<file path="config.mk">
export PLATFORM = sky130hd
export DESIGN_NAME = hashed_bigram_pattern_counter
export DESIGN_NICKNAME = d
export VERILOG_FILES = /design/src/hbpc_pkg.sv /design/src/hbpc_cell.sv /design/src/hashed_bigram_pattern_counter.sv
export SDC_FILE = /design/constraint.sdc
export NUM_CORES = 2
export LEC_CHECK = 0
export BUFFER_PORTS_ARGS = -buffer_cell sky130_fd_sc_hd__buf_4
export CAP_MARGIN = 0
export CORE_ASPECT_RATIO = 0.9
export CORE_MARGIN = 5
export CORE_UTILIZATION = 35
export DETAILED_ROUTE_END_ITERATION = 8
export MAX_ROUTING_LAYER = met4
export SKIP_LAST_GASP = 1
export SYNTH_ARGS = -nofsm -noshare
export SYNTH_HDL_FRONTEND = slang
export SYNTH_SLANG_ARGS = --single-unit
</file>
<file path="constraint.sdc">
create_clock -name i_clk -period 5.2 [get_ports i_clk]
set_input_delay 0.78 -clock i_clk [delete_from_list [all_inputs] [get_ports i_clk]]
set_output_delay 0.78 -clock i_clk [all_outputs]
set_load 0.02 [all_outputs]
</file>
<file path="src/hbpc_pkg.sv">
// Shared constants, control types and the bigram hash for the hashed bigram pattern counter.
package hbpc_pkg;

    localparam int MAX_PATTERN = 64;
    localparam int COUNT_WIDTH = 32;
    localparam int NUM_CELLS   = MAX_PATTERN - 1;
    localparam int HASH_W      = 9;
    localparam int LEN_W       = 7;
    localparam int BYTE_W      = 8;
    localparam int OUT_W       = 32;
    localparam int MIN_LEN     = 3;

    localparam logic FUNC_PATTERN = 1'b0;
    localparam logic FUNC_TEXT    = 1'b1;

    typedef struct packed {
        logic              text_step;
        logic              clear;
        logic [HASH_W-1:0] hash;
        logic [HASH_W-1:0] wr_hash;
    } t_cell_ctl;

    function automatic logic [HASH_W-1:0] bigram_hash(input logic [BYTE_W-1:0] a,
                                                      input logic [BYTE_W-1:0] b);
        logic [BYTE_W+1:0] sum;
        sum = {1'b0, a, 1'b0} + {2'b00, b};
        return sum[HASH_W-1:0];
    endfunction

endpackage

</file>
<file path="src/hbpc_cell.sv">
// One chain cell: a stored pattern bigram hash and its running match bit.
module hbpc_cell (
    input  logic               i_clk,
    input  logic               i_rst_n,
    input  hbpc_pkg::t_cell_ctl i_ctl,
    input  logic               i_wr_sel,
    input  logic               i_active,
    input  logic               i_top,
    input  logic               i_prev_bit,
    output logic               o_bit,
    output logic               o_tap
);
    import hbpc_pkg::*;

    logic [HASH_W-1:0] r_hash;
    logic              r_bit;
    logic              n_bit;

    assign n_bit = i_prev_bit && (r_hash == i_ctl.hash) && i_active;
    assign o_tap = i_ctl.text_step && n_bit && i_top;
    assign o_bit = r_bit;

    always_ff @(posedge i_clk) begin
        if (i_wr_sel) begin
            r_hash <= i_ctl.wr_hash;
        end
    end

    always_ff @(posedge i_clk) begin
        if (!i_rst_n) begin
            r_bit <= 1'b0;
        end else if (i_ctl.clear) begin
            r_bit <= 1'b0;
        end else if (i_ctl.text_step) begin
            r_bit <= n_bit;
        end
    end

endmodule

</file>
<file path="src/hashed_bigram_pattern_counter.sv">
// Top level: hashed bigram pattern counter built as a chain of match cells.
//
// Input channel (i_valid/o_ready): each request carries i_func, i_data_byte, i_last.
//   i_func = 0 loads the next pattern byte, i_last closes the pattern.
//   i_func = 1 feeds the next text byte, i_last closes the text.
// Output channel (o_valid/i_ready): one request with o_match_count per text,
//   produced on the text byte that has i_last set.
// Configuration: i_cfg_wr_en writes i_cfg_wr_data as the pattern length (used clamped to 3..64).
// Throughput: one request per cycle while o_ready is high; every cell compares the broadcast text
//   bigram hash in parallel and passes its match bit to the next cell.
// The count appears on o_valid the cycle after the last text byte.
// The output register decouples the sides; a new request is taken while the
//   result is pending only if i_ready takes that result in the same cycle.
// Reset (synchronous, i_rst_n low): length 3, counters, load position and
//   match bits cleared; stored pattern hashes are undefined until loaded.
module hashed_bigram_pattern_counter (
    input  logic                       i_clk,
    input  logic                       i_rst_n,
    input  logic                       i_cfg_wr_en,
    input  logic [hbpc_pkg::LEN_W-1:0] i_cfg_wr_data,
    input  logic                       i_valid,
    output logic                       o_ready,
    input  logic                       i_func,
    input  logic [hbpc_pkg::BYTE_W-1:0] i_data_byte,
    input  logic                       i_last,
    output logic                       o_valid,
    input  logic                       i_ready,
    output logic [hbpc_pkg::OUT_W-1:0] o_match_count
);
    import hbpc_pkg::*;

    logic [LEN_W-1:0]       r_len;
    logic [LEN_W-1:0]       r_load_pos;
    logic [BYTE_W-1:0]      r_prev_pat;
    logic [BYTE_W-1:0]      r_prev_text;
    logic                   r_text_started;
    logic [COUNT_WIDTH-1:0] r_count;
    logic                   r_out_valid;
    logic [OUT_W-1:0]       r_out_count;

    logic [LEN_W-1:0]       eff_len;
    logic [LEN_W-1:0]       nbits;
    logic                   accept;
    logic                   pat_acc;
    logic                   txt_acc;
    logic                   wr_go;
    logic [LEN_W-1:0]       wr_idx;
    t_cell_ctl              ctl;
    logic [NUM_CELLS-1:0]   vec;
    logic [NUM_CELLS-1:0]   taps;
    logic                   hit;
    logic [COUNT_WIDTH-1:0] n_count;
    logic [63:0]            count_ext;

    always_comb begin
        priority if (r_len < LEN_W'(MIN_LEN)) begin
            eff_len = LEN_W'(MIN_LEN);
        end else if (r_len > LEN_W'(MAX_PATTERN)) begin
            eff_len = LEN_W'(MAX_PATTERN);
        end else begin
            eff_len = r_len;
        end
    end
    assign nbits = eff_len - LEN_W'(1);

    assign o_ready = !r_out_valid || i_ready;
    assign accept  = i_valid && o_ready;
    assign pat_acc = accept && (i_func == FUNC_PATTERN);
    assign txt_acc = accept && (i_func == FUNC_TEXT);

    assign wr_go  = pat_acc && (r_load_pos != '0) && (r_load_pos < LEN_W'(MAX_PATTERN));
    assign wr_idx = r_load_pos - LEN_W'(1);

    assign ctl.text_step = txt_acc && r_text_started;
    assign ctl.clear     = txt_acc && (!r_text_started || i_last);
    assign ctl.hash      = bigram_hash(r_prev_text, i_data_byte);
    assign ctl.wr_hash   = bigram_hash(r_prev_pat, i_data_byte);

    for (genvar j = 0; j < NUM_CELLS; j++) begin : g_cell
        logic prev_bit;
        if (j == 0) begin : g_head
            assign prev_bit = 1'b1;
        end else begin : g_link
            assign prev_bit = vec[j-1];
        end
        hbpc_cell u_cell (
            .i_clk      (i_clk),
            .i_rst_n    (i_rst_n),
            .i_ctl      (ctl),
            .i_wr_sel   (wr_go && (wr_idx == LEN_W'(j))),
            .i_active   (LEN_W'(j) < nbits),
            .i_top      (LEN_W'(j) == (nbits - LEN_W'(1))),
            .i_prev_bit (prev_bit),
            .o_bit      (vec[j]),
            .o_tap      (taps[j])
        );
    end

    assign hit = |taps;

    always_comb begin
        if (hit && (r_count != '1)) begin
            n_count = r_count + COUNT_WIDTH'(1);
        end else begin
            n_count = r_count;
        end
    end
    assign count_ext = 64'(n_count);

    always_ff @(posedge i_clk) begin
        if (!i_rst_n) begin
            r_len          <= LEN_W'(MIN_LEN);
            r_load_pos     <= '0;
            r_prev_pat     <= '0;
            r_prev_text    <= '0;
            r_text_started <= 1'b0;
            r_count        <= '0;
            r_out_valid    <= 1'b0;
        end else begin
            if (i_cfg_wr_en) begin
                r_len <= i_cfg_wr_data;
            end
            if (pat_acc) begin
                r_prev_pat <= i_data_byte;
                if (i_last) begin
                    r_load_pos <= '0;
                end else if (r_load_pos < LEN_W'(MAX_PATTERN)) begin
                    r_load_pos <= r_load_pos + LEN_W'(1);
                end
            end
            if (txt_acc) begin
                r_prev_text <= i_data_byte;
                if (i_last) begin
                    r_text_started <= 1'b0;
                    r_count        <= '0;
                end else begin
                    r_text_started <= 1'b1;
                    r_count        <= n_count;
                end
            end
            if (txt_acc && i_last) begin
                r_out_valid <= 1'b1;
            end else if (i_ready) begin
                r_out_valid <= 1'b0;
            end
        end
    end

    always_ff @(posedge i_clk) begin
        if (txt_acc && i_last) begin
            r_out_count <= count_ext[OUT_W-1:0];
        end
    end

    assign o_valid       = r_out_valid;
    assign o_match_count = r_out_count;

    a_end_clears_vec: assert property (@(posedge i_clk) disable iff (!i_rst_n)
        txt_acc && i_last |=> (vec == '0) && !r_text_started && (r_count == '0))
        else $error("match state not cleared after text end");

    a_out_from_end: assert property (@(posedge i_clk) disable iff (!i_rst_n)
        $rose(o_valid) |-> $past(txt_acc && i_last))
        else $error("result without a closing text request");

    a_load_pos_range: assert property (@(posedge i_clk) disable iff (!i_rst_n)
        pat_acc |=> (r_load_pos <= LEN_W'(MAX_PATTERN)))
        else $error("load position out of range");

    a_pattern_keeps_count: assert property (@(posedge i_clk) disable iff (!i_rst_n)
        pat_acc |=> $stable(r_count) && $stable(r_text_started))
        else $error("pattern load disturbed text state");

endmodule

</file>
==> flow_summary_export.csv <==
group,metric,value,unit
global_route,grt_overflow,0,
global_route,grt_pass1_vias,28500,
global_route,top_usage_layer,"met2",
setup_path,cp.required,5.74,ns
final_layout,drive_gt1_share,24.3,%
clocking,cts_max_level,3,
timing,final-max-slew-violation-count,0,
setup_path,critical_path_buf_inv_count,8,
route,wl,146000,µm
floorplanning,die-area,114000,µm²
synthesis,seq_area_frac_synth,54.5,%
power_and_ir_drop,internal_power,11.2,mW
synthesis,synth_top_area_share,47.8,%
clocking,clkTransAtPathRegs,0.06,ns
placed_design,pre_cts_ws,-0.744,ns
global_route,met3_usage,6.00,%
route,drcViolationCount,0,
global_route,antenna_found_initial,6,
timing,max_freq,0.194,GHz
synthesis,syn-cell-area,37600,µm²
worst_hold_path,hp-class,"input port to flip-flop",
setup_path,slowest_delay,0.51,ns
setup_path,cpMostUsedCell,"buf_4",
setup_path,cp.arrival,5.70,ns
floorplanning,dieHeight,321,µm
synthesis,synthTopCellsByCount,"edfxtp_1, xnor2_1, nor2_1",
placed_design,placed_cell_area,44400,µm²
final_layout,nNetsFinal,3790,
power_and_ir_drop,combPwrFrac,19.0,%
setup_path,crit_chain,"nor4_4 > nor2_1 > or2_4 > ha_1 > buf_4 > inv_1 > o211ai_1 > buf_4 > buf_4 > a31oi_1 > buf_4 > o2111a_1 > nand4_1 > o22ai_1 > a221oi_1 > nand3_1 > buf_6 > a2111oi_4 > clkbuf_16 > buf_12 > or4_4 > a22o_1 > a21o_1",
global_route,use_met1,34.0,%
clocking,hold_buffers,0,
setup_path,r2r_start,"r_len[5]",
timing,tightest_slew,1.13,ns
synthesis,synthTopCellsByArea,"edfxtp_1, xnor2_1, dfxtp_1",
setup_path,reg2reg_to,"r_count[5]",
floorplanning,coreArea,107000,µm²
placed_design,place.detailed.hpwl,104000,µm
synthesis,synth.avg_cell_area,11.9,µm²
timing,slew_headroom,24.7,%
run_status,outcome,"completed",
setup_path,cp_top_family,"compound AO/OA/AOI/OAI gates",
timing,post-route-period-util,99.2,%
global_route,grt_pass1_wl,205000,µm
route,drt_pass1_iterations,5,
setup_path,rr_worst_depth,23,
synthesis,synthCells,3169,
setup_path,slowest_stage,"or4_4",
synthesis,async_flop_share,0,%
power_and_ir_drop,power.density,323,nW/µm²
floorplanning,rows,114,
run,drv_cap,0,
worst_hold_path,min-delay-start,"i_cfg_wr_data[5]",
clocking,clock_sinks,725,
power_and_ir_drop,switching_share,27.4,%
global_route,grt_usage,25.5,%
clocking,cts_tree,"built",
power_and_ir_drop,pwr-share-clk,39.5,%
route,vias_per_cell,5.63,
floorplanning,ios,56,
synthesis,synth_edf_count,599,
placed_design,port_buffers,55,
synthesis,synthesis.nets,3219,
setup_path,worstSetupPathType,"flip-flop to flip-flop",
timing,setup_violations,0,
worst_hold_path,min_delay_path_depth,3,
route,via_count,29700,
global_route,grt_max_degree,65,
timing,layout_setup_ws,0.0392,ns
timing,rsz0062_at_grt,"yes",
clocking,cts-root-buf,"clkbuf_16",
clocking,cts_buffer_depth,3,
route,routedWlPerCell,27.6,µm
final_layout,area_growth,27.1,%
clocking,clk_latency,0.67,ns
setup_path,worstPathMaxFanout,22,
power_and_ir_drop,peakVddDrop,0.000254,V
final_layout,fin_cells,5271,
final_layout,postLayoutCoreUtil,44.7,%
global_route,grt_util_met2,37.3,%
synthesis,synth_top_area_cell,"edfxtp_1",
power_and_ir_drop,p_seq_share,41.5,%
timing,fin_crit,5.16,ns
setup_path,cp_num_cells,23,
power_and_ir_drop,p_switching,4.24,mW
synthesis,synth.most_common_cell,"edfxtp_1",
worst_hold_path,hold_path_end,"r_len[5]",
final_layout,fin_area,47800,µm²
timing,finalClockSkew,0.0357,ns
setup_path,cp-end-kind,"flip-flop",
clocking,cts_buffers,82,
synthesis,ys_warn_count,0,
placed_design,placedCellCount,5096,
route,ant_nets,0,
setup_path,ff2ff_setup_slack,0.04,ns
synthesis,synth_seq_cells,725,
power_and_ir_drop,leakage,16.8,nW
timing,hold_viol,0,
floorplanning,die_w,356,µm
synthesis,synthFlopType,"edfxtp_1",
floorplanning,start_util,35.1,%
placed_design,gp_congestion,1.01,
setup_path,crit_path_start_kind,"flip-flop",
route,drt_iter0_drc,3684,
synthesis,synth_cell_types,94,
[metal layers]
layer	routed length [µm]	share of wire (%)
met5	0	0
met4	7750	5.3
met3	15300	11
met2	62400	43
met1	60100	41
[worst max path at each step]
stage / startpoint / endpoint / slack, ns
floorplan: r_len[6] / o_match_count[25] / 0.13
global placement: i_data_byte[1] / o_match_count[31] / -0.60
detailed placement: i_data_byte[1] / r_count[3] / -0.74
CTS: r_len[2] / r_count[5] / -0.04
global route: r_len[5] / r_count[5] / -0.08
finish: r_len[5] / r_count[5] / 0.04
[flip-flops by register name, indices dropped and copies added, names as in the netlist]
| name | flops |
|---|---|
| g_cell.u_cell.r_hash | 567 |
| g_cell.u_cell.o_bit | 62 |
| o_match_count | 32 |
| r_count | 32 |
| r_prev_pat | 8 |
| r_prev_text | 8 |
| r_len | 7 |
| r_load_pos | 7 |
| o_valid | 1 |
| r_text_started | 1 |
[cell usage in the layout, fill, tap and decap left out, types with 13 or more instances in the layout]
cell type  instances
a211oi_1          23
a21o_1            13
a21oi_1          120
a31oi_1           20
and2_1            17
and3_1            27
and4_1            13
buf_12            52
buf_4            595
clkbuf_1          23
clkbuf_16         89
clkbuf_8          13
dfxtp_1          125
edfxtp_1         599
ha_1              18
inv_1             44
nand2_1          209
nand2b_1          21
nand3_1           84
nand3b_1          16
nand4_1          120
nor2_1           239
nor2b_1           20
nor3_1            81
nor4_1            54
nor4b_1           14
o2111ai_1         19
o211ai_1          27
o21a_1            16
o21ai_0           40
or3_1             38
or4_1             25
xnor2_1          422
xnor3_1           80
xor2_1           135
[what timing repair did]
action / in CTS / in global routing
gates resized for setup: 28 / 77
pin swaps: 2 / 26
buffers inserted: 2 / 8
endpoints found under the setup margin: 59 / 64
[power by group through the flow]
stage / combinational [mW] / sequential (mW) / clock (mW)
2_1_floorplan: 1.34 / 6.55 / 0
3_3_place_gp: 2.79 / 6.54 / 0
3_5_place_dp: 2.80 / 6.54 / 0
4_1_cts: 2.82 / 6.41 / 6.19
5_1_grt: 3.01 / 6.41 / 6.44
6_report: 2.94 / 6.41 / 6.11
[cells by family (layout without fill, tap and decap cells)]
logic type / after synthesis / count (layout) / share of synthesized area [%]
simple gates: 1075 / 1075 / 14.9
flops: 725 / 725 / 54.5
xor+xnor: 647 / 647 / 18.0
compound gates: 457 / 457 / 8.57
buf+inv: 219 / 859 / 2.49
fa+ha+maj: 28 / 28 / 0.971
mux: 18 / 18 / 0.499
other cells: 0 / 12 / 0
[worst reg2reg max path, delay by kind of cell (launching register included)]
family          cells  cell delay, ns
buf+inv             8            1.37
compound gates      8            1.61
simple gates        6            1.49
flops               1            0.35
fa+ha+maj           1            0.22
[through the flow]
step / power [mW] / hold slack [ns] / setup TNS (ns)
2_1_floorplan: 7.89 / 0.428 / 0
3_3_place_gp: 9.32 / 0.440 / -22.34
3_5_place_dp: 9.33 / 0.448 / -28.44
4_1_cts: 15.4 / 0.321 / -0.0507
5_1_grt: 15.9 / 0.351 / -0.350
6_report: 15.5 / 0.355 / 0
[final cells by class]
type                            instances  area, µm²
Fill cell                            9825      59300
Sequential cell                       725      20500
Multi-Input combinational cell       2225      16900
Timing Repair Buffer                  657       5630
Clock buffer                          124       2470
Tap cell                             1450       1810
Clock inverter                         29        354
Inverter                               49        184
Antenna cell                           12       30.0
(Power assumes the default switching activity.)
